$ cat src/ptzfr_pkg.sv
// shared types and constants for the ptz frame resync splitter
// used by the controller, the datapath and the top level; no dependencies

package ptzfr_pkg;

  // window and field sizes
  localparam int WIN_DEPTH = 18;
  localparam int FILL_W    = 5;
  localparam int IDX_W     = 5;
  localparam int LIMIT_W   = 12;
  localparam int KIND_W    = 2;

  localparam logic [LIMIT_W-1:0] LIMIT_RESET = 12'd2048;

  // byte values
  localparam logic [7:0] SYNC_BYTE  = 8'hFF;
  localparam logic [7:0] PRINT_LOW  = 8'd32;
  localparam logic [7:0] PRINT_HIGH = 8'd126;
  localparam logic [7:0] PAD_BYTE   = 8'h00;

  // frame kinds
  localparam logic [KIND_W-1:0] KIND_RESP  = 2'd0;
  localparam logic [KIND_W-1:0] KIND_CMD   = 2'd1;
  localparam logic [KIND_W-1:0] KIND_QUERY = 2'd2;

  // frame lengths
  localparam logic [FILL_W-1:0] LEN_RESP  = 5'd4;
  localparam logic [FILL_W-1:0] LEN_CMD   = 5'd7;
  localparam logic [FILL_W-1:0] LEN_QUERY = 5'd18;

  // long frame scan range: checksum covers bytes 1..16, text check 2..16
  localparam logic [IDX_W-1:0] SCAN_FIRST = 5'd1;
  localparam logic [IDX_W-1:0] SCAN_TEXT  = 5'd2;
  localparam logic [IDX_W-1:0] SCAN_LAST  = 5'd16;

  typedef struct packed {
    logic [7:0] rx_byte;
    logic       end_of_stream;
  } in_item_t;

  typedef struct packed {
    logic [7:0]        frame_byte;
    logic [KIND_W-1:0] frame_kind;
    logic              frame_last;
  } out_item_t;

  // controller to datapath
  typedef struct packed {
    logic             append;
    logic             shift;
    logic             clear;
    logic             frame_done;
    logic             scan_clear;
    logic             scan_step;
    logic [IDX_W-1:0] scan_idx;
  } cmd_t;

  // datapath to controller
  typedef struct packed {
    logic [FILL_W-1:0] fill;
    logic              head_sync;
    logic              ok_cmd;
    logic              ok_resp;
    logic              ok_query;
    logic              limit_hit;
    logic              can_append;
  } status_t;

endpackage

$ cat src/ptzfr_datapath.sv
// datapath: 18-byte window shift register, fill and frame counters,
// frame checks and the serial long-frame scan; depends on ptzfr_pkg

module ptzfr_datapath (
  input  logic                        clk,
  input  logic                        rst,
  input  ptzfr_pkg::cmd_t             cmd,
  input  logic [7:0]                  rx_byte,
  input  logic                        cfg_wr_en,
  input  logic [ptzfr_pkg::LIMIT_W-1:0] cfg_wr_data,
  output ptzfr_pkg::status_t          status,
  output logic [7:0]                  head_byte
);
  import ptzfr_pkg::*;

  logic [7:0]         win [WIN_DEPTH];
  logic [FILL_W-1:0]  fill;
  logic [LIMIT_W-1:0] frames_seen;
  logic [LIMIT_W-1:0] max_frames;

  logic [7:0] scan_sum;
  logic       scan_zero;
  logic       scan_bad;

  logic [7:0] sum_cmd;
  logic [7:0] sum_resp;
  logic [7:0] scan_b;

  // window storage: append at fill, shift toward the head
  always_ff @(posedge clk) begin
    if (cmd.append) begin
      win[fill] <= rx_byte;
    end else if (cmd.shift) begin
      for (int i = 0; i < WIN_DEPTH - 1; i++) begin
        win[i] <= win[i+1];
      end
    end
  end

  // fill and frame counters
  always_ff @(posedge clk) begin
    if (rst) begin
      fill        <= '0;
      frames_seen <= '0;
    end else if (cmd.clear) begin
      fill        <= '0;
      frames_seen <= '0;
    end else begin
      if (cmd.append) begin
        fill <= fill + 5'd1;
      end else if (cmd.shift) begin
        fill <= fill - 5'd1;
      end
      if (cmd.frame_done) begin
        frames_seen <= frames_seen + 12'd1;
      end
    end
  end

  // frame limit register
  always_ff @(posedge clk) begin
    if (rst) begin
      max_frames <= LIMIT_RESET;
    end else if (cfg_wr_en) begin
      max_frames <= cfg_wr_data;
    end
  end

  // serial checksum and text scan for the long frame
  assign scan_b = win[cmd.scan_idx];

  always_ff @(posedge clk) begin
    if (cmd.scan_clear) begin
      scan_sum  <= '0;
      scan_zero <= 1'b0;
      scan_bad  <= 1'b0;
    end else if (cmd.scan_step) begin
      scan_sum <= scan_sum + scan_b;
      if (cmd.scan_idx >= SCAN_TEXT) begin
        if (scan_b == PAD_BYTE) begin
          scan_zero <= 1'b1;
        end else if (scan_zero || !(scan_b inside {[PRINT_LOW:PRINT_HIGH]})) begin
          scan_bad <= 1'b1;
        end
      end
    end
  end

  // short frame checksums
  assign sum_cmd  = win[1] + win[2] + win[3] + win[4] + win[5];
  assign sum_resp = win[1] + win[2];

  // status back to the controller
  always_comb begin
    status.fill       = fill;
    status.head_sync  = (win[0] == SYNC_BYTE);
    status.ok_cmd     = (win[6] == sum_cmd);
    status.ok_resp    = (win[3] == sum_resp);
    status.ok_query   = (win[17] == scan_sum) && !scan_bad;
    status.limit_hit  = (frames_seen >= max_frames);
    status.can_append = (frames_seen < max_frames) && (fill < LEN_QUERY);
  end

  assign head_byte = win[0];

endmodule

$ cat src/ptzfr_ctrl.sv
// controller: sequences append, frame decisions, long-frame scan and
// byte-by-byte emission; depends on ptzfr_pkg

module ptzfr_ctrl (
  input  logic                         clk,
  input  logic                         rst,
  input  logic                         in_valid,
  input  logic                         in_eos,
  output logic                         in_stall,
  output logic                         out_valid,
  input  logic                         out_stall,
  output logic [ptzfr_pkg::KIND_W-1:0] out_kind,
  output logic                         out_last,
  input  ptzfr_pkg::status_t           status,
  output ptzfr_pkg::cmd_t              cmd
);
  import ptzfr_pkg::*;

  localparam logic [2:0] ST_IDLE   = 3'd0;
  localparam logic [2:0] ST_DECIDE = 3'd1;
  localparam logic [2:0] ST_SCAN   = 3'd2;
  localparam logic [2:0] ST_LDEC   = 3'd3;
  localparam logic [2:0] ST_EMIT   = 3'd4;
  localparam logic [2:0] ST_FINISH = 3'd5;

  logic [2:0]        state, state_next;
  logic              final_flag, final_flag_next;
  logic [FILL_W-1:0] emit_cnt, emit_cnt_next;
  logic [KIND_W-1:0] kind, kind_next;
  logic [IDX_W-1:0]  scan_idx, scan_idx_next;

  // state registers
  always_ff @(posedge clk) begin
    if (rst) begin
      state      <= ST_IDLE;
      final_flag <= 1'b0;
      emit_cnt   <= '0;
      kind       <= KIND_RESP;
      scan_idx   <= SCAN_FIRST;
    end else begin
      state      <= state_next;
      final_flag <= final_flag_next;
      emit_cnt   <= emit_cnt_next;
      kind       <= kind_next;
      scan_idx   <= scan_idx_next;
    end
  end

  assign in_stall  = (state != ST_IDLE);
  assign out_valid = (state == ST_EMIT);
  assign out_kind  = kind;
  assign out_last  = (emit_cnt == 5'd1);

  // next state and datapath commands
  always_comb begin
    state_next      = state;
    final_flag_next = final_flag;
    emit_cnt_next   = emit_cnt;
    kind_next       = kind;
    scan_idx_next   = scan_idx;
    cmd             = '0;
    cmd.scan_idx    = scan_idx;

    case (state)
      ST_IDLE: begin
        if (in_valid) begin
          cmd.append      = status.can_append;
          final_flag_next = in_eos;
          state_next      = ST_DECIDE;
        end
      end

      ST_DECIDE: begin
        if (status.fill == '0 || status.limit_hit) begin
          state_next = ST_FINISH;
        end else if (!status.head_sync) begin
          cmd.shift = 1'b1;
        end else if (status.fill >= LEN_CMD && status.ok_cmd) begin
          emit_cnt_next = LEN_CMD;
          kind_next     = KIND_CMD;
          state_next    = ST_EMIT;
        end else if (status.fill < LEN_CMD && !final_flag) begin
          state_next = ST_FINISH;
        end else if (status.fill >= LEN_RESP && status.ok_resp) begin
          emit_cnt_next = LEN_RESP;
          kind_next     = KIND_RESP;
          state_next    = ST_EMIT;
        end else if (status.fill >= LEN_QUERY) begin
          cmd.scan_clear = 1'b1;
          scan_idx_next  = SCAN_FIRST;
          state_next     = ST_SCAN;
        end else if (!final_flag) begin
          state_next = ST_FINISH;
        end else begin
          cmd.shift = 1'b1;
        end
      end

      // one window byte per cycle into the long-frame checks
      ST_SCAN: begin
        cmd.scan_step = 1'b1;
        scan_idx_next = scan_idx + 5'd1;
        if (scan_idx == SCAN_LAST) begin
          state_next = ST_LDEC;
        end
      end

      ST_LDEC: begin
        if (status.ok_query) begin
          emit_cnt_next = LEN_QUERY;
          kind_next     = KIND_QUERY;
          state_next    = ST_EMIT;
        end else begin
          cmd.shift  = 1'b1;
          state_next = ST_DECIDE;
        end
      end

      // head byte goes out, window shifts on each taken item
      ST_EMIT: begin
        if (!out_stall) begin
          cmd.shift     = 1'b1;
          emit_cnt_next = emit_cnt - 5'd1;
          if (emit_cnt == 5'd1) begin
            cmd.frame_done = 1'b1;
            state_next     = ST_DECIDE;
          end
        end
      end

      ST_FINISH: begin
        cmd.clear  = final_flag;
        state_next = ST_IDLE;
      end

      default: begin
        state_next = ST_IDLE;
      end
    endcase
  end

endmodule

$ cat src/ptz_frame_resync_splitter_top.sv
// top level of the ptz frame resync splitter
// instantiates ptzfr_ctrl and ptzfr_datapath; depends on ptzfr_pkg

// Finds command (7 byte), response (4 byte) and query response (18 byte)
// frames in a received byte stream and sends each accepted frame out one
// byte per item with its kind, sync byte first and frame_last on the checksum.
// One input item is taken per pass; a pass runs an accept step, a window
// decision for each dropped byte and each frame start, the emission of each
// frame byte while out_stall is low, a test of each 18-byte frame (a walk
// over window bytes 1 to 16 one byte at a time for the checksum and text
// check, then a decision), and a closing step. end_of_stream flushes the
// window and clears the frame count in the closing step. max_frames is
// written through cfg_wr_en/cfg_wr_data and should only change while no
// item is in work.

module ptz_frame_resync_splitter_top (
  input  logic                          clk,
  input  logic                          rst,
  input  logic                          in_valid,
  output logic                          in_stall,
  input  ptzfr_pkg::in_item_t           in_item,
  output logic                          out_valid,
  input  logic                          out_stall,
  output ptzfr_pkg::out_item_t          out_item,
  input  logic                          cfg_wr_en,
  input  logic [ptzfr_pkg::LIMIT_W-1:0] cfg_wr_data
);
  import ptzfr_pkg::*;

  cmd_t              cmd;
  status_t           status;
  logic [7:0]        head_byte;
  logic [KIND_W-1:0] out_kind;
  logic              out_last;

  // sequencing
  ptzfr_ctrl u_ctrl (
    .clk       (clk),
    .rst       (rst),
    .in_valid  (in_valid),
    .in_eos    (in_item.end_of_stream),
    .in_stall  (in_stall),
    .out_valid (out_valid),
    .out_stall (out_stall),
    .out_kind  (out_kind),
    .out_last  (out_last),
    .status    (status),
    .cmd       (cmd)
  );

  // window and checks
  ptzfr_datapath u_datapath (
    .clk         (clk),
    .rst         (rst),
    .cmd         (cmd),
    .rx_byte     (in_item.rx_byte),
    .cfg_wr_en   (cfg_wr_en),
    .cfg_wr_data (cfg_wr_data),
    .status      (status),
    .head_byte   (head_byte)
  );

  // output item
  always_comb begin
    out_item.frame_byte = head_byte;
    out_item.frame_kind = out_kind;
    out_item.frame_last = out_last;
  end

endmodule
$ cat config.mk
export PLATFORM = sky130hd
export DESIGN_NAME = ptz_frame_resync_splitter_top
export DESIGN_NICKNAME = d
export VERILOG_FILES = /design/src/ptzfr_pkg.sv /design/src/ptzfr_datapath.sv /design/src/ptzfr_ctrl.sv /design/src/ptz_frame_resync_splitter_top.sv
export SDC_FILE = /design/constraint.sdc
export NUM_CORES = 1
export LEC_CHECK = 0
export BUFFER_PORTS_ARGS = -buffer_cell sky130_fd_sc_hd__buf_2
export CORE_UTILIZATION = 30
export CTS_CLUSTER_DIAMETER = 50
export DETAILED_ROUTE_END_ITERATION = 7
export GPL_ROUTABILITY_DRIVEN = 0
export SKIP_LAST_GASP = 1
export SLEW_MARGIN = 20
export SYNTH_ARGS = -nofsm -noshare
export SYNTH_HDL_FRONTEND = slang
export SYNTH_HIERARCHICAL = 1
export SYNTH_SLANG_ARGS = --single-unit
$ cat constraint.sdc
create_clock -name clk -period 5.14 [get_ports clk]
set_clock_uncertainty 0.2 [all_clocks]
set_input_delay 1.285 -clock clk [delete_from_list [all_inputs] [get_ports clk]]
set_output_delay 1.285 -clock clk [all_outputs]
set_load 0.03 [all_outputs]
## Word-level counts from Yosys, hierarchy flattened

Memories as Yosys holds them, arrays and structs flattened. A register that Yosys moved wholly into a read port is not among the register bits.
Cells that the tools add are included.

| word-level totals | value |
|---|---|
| register bits | 55 |
| bits in latches | 0 |
| bits in writable memories | 144 |
| ROM bits | 0 |
| input port bits | 26 |
| output and inout bits | 13 |
| logic and storage cells | 158 |
| memories kept | 1 |

Memories:

| name | words | bits a word | rd ports | clocked after Yosys merged registers in | wr ports | RTL line | text |
|---|---|---|---|---|---|---|---|
| u_datapath.win | 18 | 8 | 19 | 1 | 17 | ptzfr_datapath.sv:16 | `logic [7:0] win [WIN_DEPTH];` |

| cells by class | value |
|---|---|
| $add $sub $neg | 10 |
| multiply operators | 0 |
| divide/modulo/power cells | 0 |
| magnitude comparators | 10 |
| equality and inequality tests | 26 |
| shift-type cells | 0 |
| muxes and demuxes | 71 |
| bitwise operators | 1 |
| reductions and logical operators | 28 |

Operator list:

| cell | count |
|---|---|
| $mux W5 | 18 |
| $add A8 B8 Y8 | 5 |
| $mux W3 | 12 |
| $mux W1 | 29 |
| $eq A8 B8 Y1 | 3 |
| $pmux W3 S5 | 1 |
| $pmux W5 S3 | 1 |
| $ne A2 B2 Y1 const B | 7 |
| $reduce_and A7 Y1 | 2 |
| $add A12 B1 Y12 const B | 1 |
| $ge A12 B12 Y1 | 1 |
| $lt A12 B12 Y1 | 1 |
| $mux W2 | 6 |
| $reduce_and A6 Y1 | 2 |
| $add A5 B1 Y5 const B | 2 |
| $ge A5 B3 Y1 const B | 2 |
| $pmux W5 S2 | 1 |
| $sub A5 B1 Y5 const B | 2 |
| $eq A8 B8 Y1 const B | 1 |
| $ge A8 B6 Y1 const B | 1 |
| $le A8 B7 Y1 const B | 1 |
| $logic_not A8 Y1 | 1 |
| $mux W8 | 1 |
| $ne A2 B1 Y1 const B | 4 |
| other kinds (27) | 41 |

## Logic depth before layout (Yosys ltp)

| logic depth | value |
|---|---|
| depth in word-level cells | 15 |
| gate-level depth with buffers | 28 |
| mapped depth without buffers | 26 |

## Cells and area by module

The synthesis kept the hierarchy.

By module, submodules not included:

| module | instances | cells an instance | area an instance (um2) | sequential area each (um2) |
|---|---|---|---|---|
| ptzfr_datapath | 1 | 1039 | 14555.2 | 8468.1 |
| ptzfr_ctrl | 1 | 137 | 1141.1 | 320.3 |
| ptz_frame_resync_splitter_top | 1 | 1 | 7.5 | 0.0 |

## Worst setup path before layout

Ideal clock, no wire load.

| timing | value |
|---|---|
| path kind | flip-flop to flip-flop |
| start point | mem u_datapath.win[2][0] |
| end point | mem u_datapath.win[0][0], data pin |
| setup time | 130 ps |
| arrival | 5014 ps |
| data required time | 4810 ps |
| slack | -203 ps |
| cell stages (with the launch flop) | 27 |
| path buffers | 3 |
| clock period less this slack | 5343 ps |
| cells stage by stage | edfxtp_1 -> ha_1 -> inv_1 -> fa_1 -> fa_1 -> inv_1 -> ha_1 -> inv_1 -> fa_1 -> inv_1 -> a21oi_1 -> o21bai_1 -> a21o_1 -> a21oi_1 -> xnor2_1 -> xnor2_1 -> nor3_1 -> nor2_1 -> nor3_2 -> a211o_2 -> o221ai_1 -> nor2b_1 -> clkbuf_1 -> nor2b_1 -> clkbuf_1 -> clkbuf_1 -> a21o_1 |

RTL lines:

| item | RTL line |
|---|---|
| start: declaration | ptzfr_datapath.sv:16 |

==> flow_summary.ini <==
[finish]
area.sequential_um2 = 8790
fillCellCount = 4968
final_cell_mix = edfxtp_1, a21o_1, buf_4
fin_nets = 1384
mostFrequentLayoutCell = edfxtp_1
multi_input_area_um2 = 6440
diodes = 0
areaGrowthSynthToFinish_pct = 18.8
layout-drive-gt1-share = 0.229

[timing]
slew_viol_final = 0
fin_setup_tns_ns = -0.986
finalCriticalPeriod_ns = 5.20
finalSetupViolations = 18
slew_headroom = 0.340
worst_pin_slew_ns = 0.980
finalHoldViolations = 0
fin_ws_ns = -0.0613
rsz0062_at_grt = yes
period_share = 1.01
fmax_mhz = 192

[grt]
grt_pass1_wl_um = 60100
grt_pass1_vias = 10300
antenna_found_initial = 1
gr-total-overflow = 0
grt_use_total = 0.146
grt_max_degree = 33

[floorplanning]
fp-row-count = 83
ios = 39
die_h_um = 231
dieArea_um2 = 53300
start_util = 0.305
fp.dieW_um = 231
core_area_um2 = 51500

[yosys]
synth_top_area_share = 0.490
ys_seq_elements = 311
ys_seq_area_frac = 0.560
synthArstFlopShare = 0
yosysWarnings = 6
synth_top_area_cell = edfxtp_1
ys.flop_type = edfxtp_1
synth-edff-count = 256
synth_area_per_cell_um2 = 13.3
syn-num-nets = 1261
yosysUniqueCellTypes = 75
ys_top_cells_by_area = edfxtp_1, mux4_2, a21o_1
netlist_instances = 1177
syn-cell-area_um2 = 15700

[route]
first_iter_violations = 841
dr.pass1.iters = 5
avgRoutedWirePerCell_um = 19.3
route.detailed.drc = 0
vias = 10100
via_per_inst = 5.06
wl_um = 38800
detail-route-antenna-nets = 0

[power]
leakagePower_nw = 7.47
pwr_density_cell_nw_per_um2 = 595
max-vdd-ir-drop_uv = 401

[setup_path]
start_kind = flop
cpMaxStageDelayCell = fa_1
crit_type = flop to flop
cp-endpoint = u_datapath/win[3][2]$_DFFE_PP_
arrival_ns = 5.28
crit_family = adder cells
timing.rr.end = u_datapath/win[3][2]$_DFFE_PP_
critPathRequiredTime_ns = 5.21
cp_num_cells = 26
r2r_start = u_datapath/win[2][0]$_DFFE_PP_
rr_worst_depth = 26
crit_buf_inv = 8
max_stage_delay_ns = 0.50
cpMostUsedCell = inv_1
startpoint = u_datapath/win[2][0]$_DFFE_PP_
reg2reg_slack_ns = -0.06
cp_max_fo = 18
endpoint_kind = flop

[clocking]
cts_hold_buf = 0
clock_latency_ns = 0.53
numClockSinks = 311
clock_path_buffers = 3
path_clk_slew_ns = 0.06
cts-root-buf = clkbuf_16
htree_levels = 2
cts_buffers = 38
tritoncts = built

[run]
cap_violations = 0

[placement]
dp_hpwl_um = 27300
placement.io_buffers = 38
dp_slack_ns = -0.502

[run_status]
violations = negative setup slack
status = complete, but fails checks

[min_path]
hold_class = flop to flop
[Yosys cell counts (12+ instances only)]
library cell	count
ha_1	41
clkbuf_1	50
dfxtp_1	55
a21o_1	150
o21ai_0	29
nor2_1	71
fa_1	17
nand3_1	20
mux4_2	55
o221ai_1	12
edfxtp_1	256
xor2_1	24
a21oi_1	46
nor2b_1	13
mux2i_1	45
inv_1	65
xnor2_1	37
nand2_1	29
[cell families after synthesis]
group / synth area share
XOR/XNOR: 0.0340
AO/OA/AOI/OAI: 0.136
adder cells (fa/ha/maj): 0.0543
AND/OR/NAND/NOR: 0.0678
multiplexers: 0.110
flip-flops: 0.560
buffers and inverters: 0.0381
[flip-flops by register name, summed over array words and instances (netlist names)]
register and count:
u_datapath/fill 5, u_datapath/scan_zero 1, u_ctrl/state 3, u_ctrl/scan_idx 5, u_datapath/scan_bad 1, u_datapath/frames_seen 12, u_datapath/scan_sum 8, u_ctrl/final_flag 1
u_ctrl/emit_cnt 5, u_ctrl/out_kind 2, u_datapath/win 256, u_datapath/max_frames 12
[timing repair]
item                       4_1_cts  5_1_grt
cloned                           2        0
pin swaps                       15        3
setup endpoints to repair      273      278
buffers inserted                11        3
resized for setup               19        6
[power by group]
group          internal, W  total [W]  switching, W  leakage, nW
sequential         0.00338    0.00372      0.000338         2.78
combinational      0.00242    0.00491       0.00248         4.13
clock              0.00145    0.00247       0.00102        0.557
[per-stage QoR]
stage / std cells / power [W] / cell area (um^2) / hold slack, ns / utilization
after floorplan: 1177 / 0.00667 / 15800 / 0.241 / -
after global placement: 1925 / 0.00818 / 17200 / 0.252 / 0.335
after detailed placement: 1925 / 0.00828 / 17200 / 0.262 / 0.335
after CTS: 2003 / 0.0112 / 18600 / 0.274 / 0.361
after global routing: 2005 / 0.0118 / 18700 / 0.296 / 0.362
final: 2005 / 0.0111 / 18700 / 0.272 / 0.362
[worst reg2reg max path, stage by stage (launching register included)]
cell and delay, ns:
edfxtp_1 0.39, ha_2 0.20, inv_1 0.06, fa_2 0.45, fa_1 0.50, inv_1 0.04
ha_1 0.20, inv_1 0.07, fa_2 0.20, inv_1 0.05, a21oi_2 0.17, o21bai_4 0.08
a21o_1 0.18, a21oi_2 0.14, xnor2_1 0.14, xnor2_1 0.11, nor3_2 0.15, buf_4 0.16
nor2_2 0.05, nor3_2 0.14, a211o_2 0.19, o221ai_4 0.11, nor2b_4 0.19, buf_12 0.16
buf_4 0.17, bufbuf_16 0.29, a21o_1 0.18
[how the worst min path moves through the flow]
| stage | startpoint | cells past startpoint | end | slack (ns) |
|---|---|---|---|---|
| 6_report | u_ctrl/out_kind[0]$_SDFFE_PP0P_ | 1 | u_ctrl/out_kind[0]$_SDFFE_PP0P_ | 0.27 |
| 2_1_floorplan | u_datapath/scan_zero$_SDFFE_PP0P_ | 1 | u_datapath/scan_zero$_SDFFE_PP0P_ | 0.24 |
| 3_5_place_dp | u_ctrl/out_kind[0]$_SDFFE_PP0P_ | 1 | u_ctrl/out_kind[0]$_SDFFE_PP0P_ | 0.26 |
| 3_3_place_gp | u_ctrl/out_kind[0]$_SDFFE_PP0P_ | 1 | u_ctrl/out_kind[0]$_SDFFE_PP0P_ | 0.25 |
| 5_1_grt | u_ctrl/out_kind[0]$_SDFFE_PP0P_ | 1 | u_ctrl/out_kind[0]$_SDFFE_PP0P_ | 0.30 |
| 4_1_cts | u_ctrl/out_kind[0]$_SDFFE_PP0P_ | 1 | u_ctrl/out_kind[0]$_SDFFE_PP0P_ | 0.27 |
[cell type report]
type                            instances  share of cell area
Multi-Input combinational cell        729               0.345
Timing Repair Buffer                  154              0.0632
Inverter                               66              0.0133
Clock inverter                         18             0.00738
Sequential cell                       311               0.471
Clock buffer                           47              0.0539
Tap cell                              680              0.0456
[per-layer routing]
metal	vias up	share of wire	global-route usage
li1	4699	-	-
met2	221	0.48	0.242
met3	52	0.044	0.0206
met1	5163	0.46	0.199
met4	2	0.019	0.0395
met5	-	0.00028	0
(Power assumes the default switching activity.)
